===== src/rtl/encoder_weighted_speed_filter_macros.svh =====
// Assertion macros shared by the speed filter RTL.
`ifndef ENCODER_WEIGHTED_SPEED_FILTER_MACROS_SVH
`define ENCODER_WEIGHTED_SPEED_FILTER_MACROS_SVH

`ifndef NO_ASSERTIONS

// Property checked on every clock edge outside of reset.
`define EWSF_ASSERT_IFF(lbl, clk, rstn, prop, msg) \
  lbl: assert property (@(posedge clk) disable iff (!rstn) prop) else $error(msg);

// Property checked on every clock edge, reset included.
`define EWSF_ASSERT_ALWAYS(lbl, clk, prop, msg) \
  lbl: assert property (@(posedge clk) prop) else $error(msg);

`else

`define EWSF_ASSERT_IFF(lbl, clk, rstn, prop, msg)
`define EWSF_ASSERT_ALWAYS(lbl, clk, prop, msg)

`endif

`endif


===== src/rtl/ewsf_pkg.sv =====
// Widths and constants of the encoder weighted speed filter.
package ewsf_pkg;

  localparam int PULSE_W  = 16;
  localparam int SPEED_W  = 13;
  localparam int PERIOD_W = 8;
  localparam int CNT_W    = 9;

  // Divisor of the weighted sum and the limits of the speed word.
  localparam int SPEED_DIVISOR = 150;
  localparam int SPEED_MAX     = 4095;
  localparam int SPEED_MIN_MAG = 4096;

endpackage


===== src/rtl/encoder_weighted_speed_filter.sv =====
// Encoder speed filter: decimated, linearly weighted moving average of pulse counts.
// An accepted sampling word passes via pend_q, sum_vld_q and out_vld_q to out_valid_o.
// One input word per cycle while in_stall_o is low; a result per sample_period+1 words.
// The stall from the output register propagates back through the sum stage to in_stall_o.
// Reset (rst_ni low, asynchronous) clears the period, tick counter, taps and valid flags.
`include "encoder_weighted_speed_filter_macros.svh"

module encoder_weighted_speed_filter
  import ewsf_pkg::*;
#(
  parameter int TAPS = 5
) (
  input  logic                      clk_i,
  input  logic                      rst_ni,
  input  logic                      cfg_we_i,
  input  logic [PERIOD_W-1:0]       cfg_wdata_i,
  input  logic                      in_valid_i,
  output logic                      in_stall_o,
  input  logic signed [PULSE_W-1:0] pulse_count_i,
  output logic                      out_valid_o,
  input  logic                      out_stall_i,
  output logic signed [SPEED_W-1:0] speed_o
);

  // Sum of the weights and the widths that follow from it.
  localparam int WSUM  = TAPS * (TAPS + 1) / 2;
  localparam int MW    = PULSE_W + $clog2(WSUM);
  localparam int SW    = MW + 1;
  // Reciprocal of the divisor, exact for every magnitude below 2**MW.
  localparam int K     = MW + 8;
  localparam int RW    = K - 6;
  localparam logic [63:0] RECIP = ((64'd1 << K) + 64'(SPEED_DIVISOR - 1)) / 64'(SPEED_DIVISOR);
  localparam int QW    = MW + RW - K;
  localparam int XW    = (QW > SPEED_W) ? QW : SPEED_W;

  logic [PERIOD_W-1:0]       period_q;
  logic [CNT_W-1:0]          cnt_q, cnt_d;
  logic signed [PULSE_W-1:0] tap_q [TAPS];
  logic                      pend_q, pend_d;
  logic signed [SW-1:0]      sum_q, wsum;
  logic                      sum_vld_q;
  logic signed [SPEED_W-1:0] speed_q, speed_d;
  logic                      out_vld_q;

  logic in_acc, sample, out_rdy, sum_rdy, pend_adv;

  // Flow control from the output register back to the input.
  assign out_rdy  = !out_vld_q || !out_stall_i;
  assign sum_rdy  = !sum_vld_q || out_rdy;
  assign pend_adv = pend_q && sum_rdy;
  assign in_stall_o = pend_q && !sum_rdy;
  assign in_acc   = in_valid_i && !in_stall_o;
  assign sample   = cnt_q > CNT_W'(period_q);

  // Fresh taps wait for the sum stage until it takes them.
  assign pend_d   = (in_acc && sample) || (pend_q && !pend_adv);

  // Configuration register.
  always_ff @(posedge clk_i or negedge rst_ni) begin
    if (!rst_ni) begin
      period_q <= '0;
    end else if (cfg_we_i) begin
      period_q <= cfg_wdata_i;
    end
  end

  // Tick counter: restarts at one after a sampling tick.
  always_comb begin
    cnt_d = cnt_q + CNT_W'(1);
    if (sample) begin
      cnt_d = CNT_W'(1);
    end
  end

  // Tick counter and sample taps; the newest sample sits in tap zero.
  always_ff @(posedge clk_i or negedge rst_ni) begin
    if (!rst_ni) begin
      cnt_q  <= '0;
      pend_q <= 1'b0;
      for (int i = 0; i < TAPS; i++) begin
        tap_q[i] <= '0;
      end
    end else begin
      pend_q <= pend_d;
      if (in_acc) begin
        cnt_q <= cnt_d;
        if (sample) begin
          tap_q[0] <= pulse_count_i;
          for (int i = 1; i < TAPS; i++) begin
            tap_q[i] <= tap_q[i-1];
          end
        end
      end
    end
  end

  // Weighted sum: the newest tap has weight TAPS, the oldest weight one.
  always_comb begin
    wsum = '0;
    for (int i = 0; i < TAPS; i++) begin
      wsum = wsum + SW'(tap_q[i]) * SW'(TAPS - i);
    end
  end

  always_ff @(posedge clk_i or negedge rst_ni) begin
    if (!rst_ni) begin
      sum_vld_q <= 1'b0;
    end else if (sum_rdy) begin
      sum_vld_q <= pend_q;
    end
  end

  always_ff @(posedge clk_i) begin
    if (pend_adv) begin
      sum_q <= wsum;
    end
  end

  // Divide by the constant through the reciprocal, truncating toward zero, then saturate.
  logic              neg;
  logic [MW-1:0]     mag;
  logic [MW+RW-1:0]  prod;
  logic [XW-1:0]     quo;

  always_comb begin
    neg  = sum_q[SW-1];
    mag  = neg ? MW'(-sum_q) : MW'(sum_q);
    prod = (MW+RW)'(mag) * (MW+RW)'(RECIP[RW-1:0]);
    quo  = XW'(prod[K +: QW]);
    if (!neg && quo > XW'(SPEED_MAX)) begin
      speed_d = SPEED_W'(SPEED_MAX);
    end else if (neg && quo > XW'(SPEED_MIN_MAG)) begin
      speed_d = SPEED_W'(-SPEED_MIN_MAG);
    end else if (neg) begin
      speed_d = -SPEED_W'(quo);
    end else begin
      speed_d = SPEED_W'(quo);
    end
  end

  // Output register.
  always_ff @(posedge clk_i or negedge rst_ni) begin
    if (!rst_ni) begin
      out_vld_q <= 1'b0;
    end else if (out_rdy) begin
      out_vld_q <= sum_vld_q;
    end
  end

  always_ff @(posedge clk_i) begin
    if (sum_vld_q && out_rdy) begin
      speed_q <= speed_d;
    end
  end

  assign out_valid_o = out_vld_q;
  assign speed_o     = speed_q;

  // The counter never runs past one more than the largest period.
  `EWSF_ASSERT_ALWAYS(a_cnt_bound, clk_i, cnt_q <= CNT_W'(256), "tick counter out of range")
  // A sampling word always leaves a fresh set of taps for the sum stage.
  `EWSF_ASSERT_IFF(a_sample_pend, clk_i, rst_ni, (in_acc && sample) |=> pend_q,
                   "sample word lost before the sum stage")
  // A blocked sum stage holds its word.
  `EWSF_ASSERT_IFF(a_sum_hold, clk_i, rst_ni,
                   (sum_vld_q && !out_rdy) |=> (sum_vld_q && $stable(sum_q)),
                   "sum stage changed while blocked")

endmodule

===== config.mk =====
export PLATFORM = sky130hd
export DESIGN_NAME = encoder_weighted_speed_filter
export DESIGN_NICKNAME = d
export VERILOG_FILES = /design/src/rtl/ewsf_pkg.sv /design/src/rtl/encoder_weighted_speed_filter.sv
export VERILOG_INCLUDE_DIRS = /design/src /design/src/rtl
export SDC_FILE = /design/constraint.sdc
export NUM_CORES = 1
export LEC_CHECK = 0
export BUFFER_PORTS_ARGS = -buffer_cell sky130_fd_sc_hd__buf_4
export CAP_MARGIN = 25
export CORE_ASPECT_RATIO = 0.6
export CORE_MARGIN = 10
export CORE_UTILIZATION = 45
export DETAILED_ROUTE_END_ITERATION = 7
export HOLD_SLACK_MARGIN = 0.15
export MAX_ROUTING_LAYER = met4
export REMOVE_ABC_BUFFERS = 1
export SLEW_MARGIN = 20
export SYNTH_ARGS = -nofsm -noshare
export SYNTH_HDL_FRONTEND = slang
export SYNTH_SLANG_ARGS = --single-unit

===== constraint.sdc =====
create_clock -name clk_i -period 17.91 [get_ports clk_i]
set_clock_uncertainty 0.1 [all_clocks]
set_input_delay 0 -clock clk_i [delete_from_list [all_inputs] [get_ports clk_i]]
set_output_delay 0 -clock clk_i [all_outputs]
set_load 0.02 [all_outputs]

==> run_summary.xml <==
<?xml version="1.0" encoding="UTF-8"?>
<metrics>
  <group name="clock_network">
    <metric name="cts_buffer_depth" unit="">2</metric>
    <metric name="cts_repair_resize_count" unit="">0</metric>
    <metric name="tritoncts.num_buffers" unit="">17</metric>
    <metric name="h-tree-depth" unit="">4</metric>
    <metric name="cts_hold_buffers" unit="">44</metric>
    <metric name="tritoncts_num_sinks" unit="">134</metric>
    <metric name="cts.root.buffer_cell" unit="">sky130_fd_sc_hd__clkbuf_16</metric>
    <metric name="clkTransAtPathRegs" unit="ns">0.06</metric>
    <metric name="clk-insertion-delay-late" unit="ns">0.44</metric>
    <metric name="tritoncts" unit="">built</metric>
    <metric name="postCtsSetupBuffers" unit="">0</metric>
  </group>
  <group name="critical_path">
    <metric name="worstRegToRegCells" unit="">29</metric>
    <metric name="slowest_stage_cell_on_the_critical_path" unit="">sky130_fd_sc_hd__fa_1</metric>
    <metric name="worstPathArrival" unit="ns">9.90</metric>
    <metric name="path_class" unit="">reg -&gt; reg</metric>
    <metric name="critPathLaunchType" unit="">register</metric>
    <metric name="timing.critical_path.mode_cell" unit="">sky130_fd_sc_hd__fa_1</metric>
    <metric name="regToRegStartpoint" unit="">sum_q[0]</metric>
    <metric name="r2r_setup_slack" unit="ns">8.09</metric>
    <metric name="cp-end-kind" unit="">register</metric>
    <metric name="worst_path_largest_cell_delay" unit="ns">0.56</metric>
    <metric name="r2r-end" unit="">speed_o[11]</metric>
    <metric name="largest_fanout_of_any_net_on_the_critical_path" unit="">8</metric>
    <metric name="cp_data_required_time" unit="ns">17.99</metric>
  </group>
  <group name="final_layout">
    <metric name="final.fill_count" unit="">3110</metric>
    <metric name="diodes" unit="">0</metric>
    <metric name="fin_cells" unit="">2017</metric>
    <metric name="area.sequential" unit="sq um">3523</metric>
    <metric name="post_route_cells_drive_above_1_share" unit="%">11.42</metric>
    <metric name="area_delta_synth_final" unit="%">12.52</metric>
    <metric name="multi_input_area" unit="sq um">10470</metric>
    <metric name="nNetsFinal" unit="">2003</metric>
  </group>
  <group name="synth">
    <metric name="ys_async_sr_fraction" unit="%">74.63</metric>
    <metric name="synth-compound-area-share" unit="%">7.835</metric>
    <metric name="yosys.cell_count.top_type" unit="">sky130_fd_sc_hd__inv_1</metric>
    <metric name="seq_area_frac_synth" unit="%">22.91</metric>
    <metric name="yosysTopAreaCell" unit="">sky130_fd_sc_hd__fa_1</metric>
    <metric name="netlist-cell-type-count" unit="">73</metric>
    <metric name="post_synth_fa_ha_maj_area_fraction" unit="%">44.72</metric>
    <metric name="synth_area_leaders" unit="">sky130_fd_sc_hd__fa_1 26%, sky130_fd_sc_hd__ha_1 19%, sky130_fd_sc_hd__dfrtp_1 16%</metric>
    <metric name="synth_enable_flop_cells" unit="">34</metric>
    <metric name="simple_gate_area_share_of_the_yosys_netlist" unit="%">6.785</metric>
    <metric name="synth_area" unit="sq um">15380</metric>
    <metric name="yosys-mux-area-fraction" unit="%">5.093</metric>
    <metric name="synth_flop_cell" unit="">sky130_fd_sc_hd__dfrtp_1</metric>
    <metric name="main_combinational_cell_family_by_area_after_synthesis" unit="">adder cells</metric>
    <metric name="synth.top_cells.by_count" unit="">349 x sky130_fd_sc_hd__inv_1, 228 x sky130_fd_sc_hd__ha_1, 201 x sky130_fd_sc_hd__fa_1, 100 x sky130_fd_sc_hd__dfrtp_1, 65 x sky130_fd_sc_hd__mux2_2</metric>
    <metric name="postSynthCellCount" unit="">1448</metric>
    <metric name="synth-seq-cells" unit="">134</metric>
    <metric name="synth.top_cell.area_share" unit="%">26.17</metric>
    <metric name="yosys_warnings" unit="">0</metric>
    <metric name="xor_xnor_cell_area_share_of_the_yosys_netlist" unit="%">3.588</metric>
    <metric name="synthesis.area_per_instance" unit="sq um">10.62</metric>
  </group>
  <group name="timing">
    <metric name="worstMarginPinSlew" unit="ns">0.9696</metric>
    <metric name="setup-tns-final" unit="ns">0</metric>
    <metric name="max-slew-margin-rel" unit="%">35.14</metric>
    <metric name="final_min_period_over_clock_period" unit="%">54.83</metric>
    <metric name="fmax" unit="MHz">101.8</metric>
    <metric name="timing.final.max_slew_violations" unit="">0</metric>
    <metric name="setup_violations" unit="">0</metric>
    <metric name="final.min_clock_period" unit="ns">9.820</metric>
    <metric name="grt_setup_unrepaired" unit="">false</metric>
    <metric name="hold_violation_total_from_the_final_report" unit="">0</metric>
  </group>
  <group name="min_path">
    <metric name="min_to" unit="">out_valid_o</metric>
    <metric name="min_from" unit="">out_stall_i</metric>
    <metric name="min_path_type" unit="">in -&gt; reg</metric>
    <metric name="worstHoldPathCells" unit="">3</metric>
  </group>
  <group name="flow_run">
    <metric name="cap_violations" unit="">0</metric>
  </group>
  <group name="routing">
    <metric name="dr_total_vias" unit="">10020</metric>
    <metric name="initialDrtViolationCount" unit="">633</metric>
    <metric name="route.detailed.wl_per_inst" unit="um">16.18</metric>
    <metric name="post-route-drc-count" unit="">0</metric>
    <metric name="detail-route-antenna-nets" unit="">0</metric>
    <metric name="number_of_iterations_in_the_first_detailed_routing_pass" unit="">5</metric>
    <metric name="detail_route.wirelength" unit="um">32640</metric>
    <metric name="route.detailed.vias_per_inst" unit="">4.969</metric>
  </group>
  <group name="grt">
    <metric name="antenna_found_initial" unit="">0</metric>
    <metric name="global_route_wire_length_before_repair" unit="um">55470</metric>
    <metric name="globalRoute.totalOverflow" unit="">0</metric>
    <metric name="grt_use_total" unit="%">16.93</metric>
    <metric name="grt_max_degree" unit="">77</metric>
    <metric name="vias_in_the_first_global_route" unit="">10560</metric>
  </group>
  <group name="floorplanning">
    <metric name="chipHeight" unit="um">163.2</metric>
    <metric name="number_of_placement_rows" unit="">52</metric>
    <metric name="pin_count" unit="">44</metric>
    <metric name="floorplan.initialDensity" unit="%">45.63</metric>
    <metric name="chipWidth" unit="um">258.7</metric>
    <metric name="floorplan.die_area" unit="sq um">42210</metric>
    <metric name="coreArea" unit="sq um">33700</metric>
  </group>
  <group name="run_status">
    <metric name="status" unit="">complete, no violations</metric>
  </group>
  <group name="placement">
    <metric name="numPlacedInstances" unit="">1939</metric>
    <metric name="globalplace.congestion" unit="">0.9169</metric>
    <metric name="dpl_hpwl" unit="um">26980</metric>
    <metric name="io_buffers" unit="">43</metric>
  </group>
</metrics>
-- how the worst max path moves through the flow --
| stage | cells after the start | slack [ns] | endpoint | from |
|---|---|---|---|---|
| after detailed placement | 28 | 8.09 | speed_o[11] | sum_q[0] |
| after floorplan | 27 | 9.36 | speed_o[2] | sum_q[0] |
| final | 29 | 8.09 | speed_o[11] | sum_q[0] |
| after global routing | 32 | 7.58 | speed_o[11] | sum_q[0] |
| after global placement | 27 | 8.28 | speed_o[2] | sum_q[0] |
| after CTS | 27 | 8.07 | speed_o[2] | sum_q[0] |
-- cell usage in the layout (no fill, tap or decap), types with 3 or more instances in the layout --
master and instances:
sky130_fd_sc_hd__fa_1 201, sky130_fd_sc_hd__nand3_1 14, sky130_fd_sc_hd__edfxtp_1 34, sky130_fd_sc_hd__inv_1 349, sky130_fd_sc_hd__o21ai_0 55, sky130_fd_sc_hd__and3_1 10
sky130_fd_sc_hd__or3_1 5, sky130_fd_sc_hd__a31oi_1 5, sky130_fd_sc_hd__o21a_1 10, sky130_fd_sc_hd__a21oi_1 34, sky130_fd_sc_hd__nor3_1 17, sky130_fd_sc_hd__nand2_1 63
sky130_fd_sc_hd__and2_1 8, sky130_fd_sc_hd__mux2i_1 4, sky130_fd_sc_hd__clkinv_2 3, sky130_fd_sc_hd__nand2b_1 12, sky130_fd_sc_hd__a211oi_2 4, sky130_fd_sc_hd__clkbuf_16 17
sky130_fd_sc_hd__nor2b_1 5, sky130_fd_sc_hd__a22o_1 3, sky130_fd_sc_hd__nand4_1 6, sky130_fd_sc_hd__dfrtp_1 100, sky130_fd_sc_hd__mux2_2 65, sky130_fd_sc_hd__o41ai_1 4
sky130_fd_sc_hd__a211oi_1 3, sky130_fd_sc_hd__xnor2_1 43, sky130_fd_sc_hd__or2_2 4, sky130_fd_sc_hd__ha_1 228, sky130_fd_sc_hd__o22ai_1 8, sky130_fd_sc_hd__a21o_1 18
sky130_fd_sc_hd__xor2_1 20, sky130_fd_sc_hd__o21ai_1 3, sky130_fd_sc_hd__a21boi_0 5, sky130_fd_sc_hd__dlygate4sd3_1 43, sky130_fd_sc_hd__nor3_2 3, sky130_fd_sc_hd__buf_4 51
sky130_fd_sc_hd__o31ai_1 3, sky130_fd_sc_hd__inv_6 3, sky130_fd_sc_hd__nor2_1 39
-- state kept, by name, indices dropped and copies added, names as in the netlist --
| register | cells |
|---|---|
| pend_q | 1 |
| out_valid_o | 1 |
| period_q | 8 |
| sum_vld_q | 1 |
| cnt_q | 9 |
| speed_o | 13 |
| tap_q | 80 |
| sum_q | 21 |
-- layout make-up --
cell class,instances,share of cell area [%]
Clock buffer,19,2.560
Clock inverter,13,0.6941
Inverter,350,7.592
Multi-Input combinational cell,944,60.51
Sequential cell,134,20.36
Tap cell,459,3.319
Timing Repair Buffer,98,4.960
-- metrics by stage --
step	hold slack, ns	cell area (sq um)	util [%]	setup slack, ns
2_1_floorplan	-0.3956	15300	-	9.363
3_3_place_gp	-0.1201	16250	48.22	8.283
3_5_place_dp	-0.1298	16270	48.27	8.092
4_1_cts	0.2036	17280	51.28	8.069
5_1_grt	0.2417	17300	51.34	7.581
6_report	0.2247	17300	51.34	8.090
-- logic make-up after synthesis --
group,count (synthesis)
fa+ha+maj,429
mux,70
buf+inv,370
flops,134
simple gates,203
xor+xnor,63
compound gates,179
-- worst max-delay path, delay by kind of cell (launching register included) --
kind / cells / cell delay (ns)
fa+ha+maj: 8 / 3.57
simple gates: 7 / 2.15
compound gates: 8 / 1.88
flops: 1 / 0.55
buf+inv: 4 / 0.51
xor+xnor: 1 / 0.40
mux: 1 / 0.38
-- per-layer routing --
| layer | wire [um] | global-route usage, % | share of wire, % | vias to the layer above |
|---|---|---|---|---|
| li1 | - | - | - | 4875 |
| met2 | 12690 | 22.11 | 39 | 153 |
| met3 | 1326 | 3.236 | 4.1 | 21 |
| met4 | 318 | 3.782 | 0.97 | 0 |
| met5 | 0 | - | 0 | - |
| met1 | 18300 | 26.08 | 56 | 4974 |
Power is not shown: default switching activity piles up to over one toggle a cycle in this logic, so the estimate is an artifact.
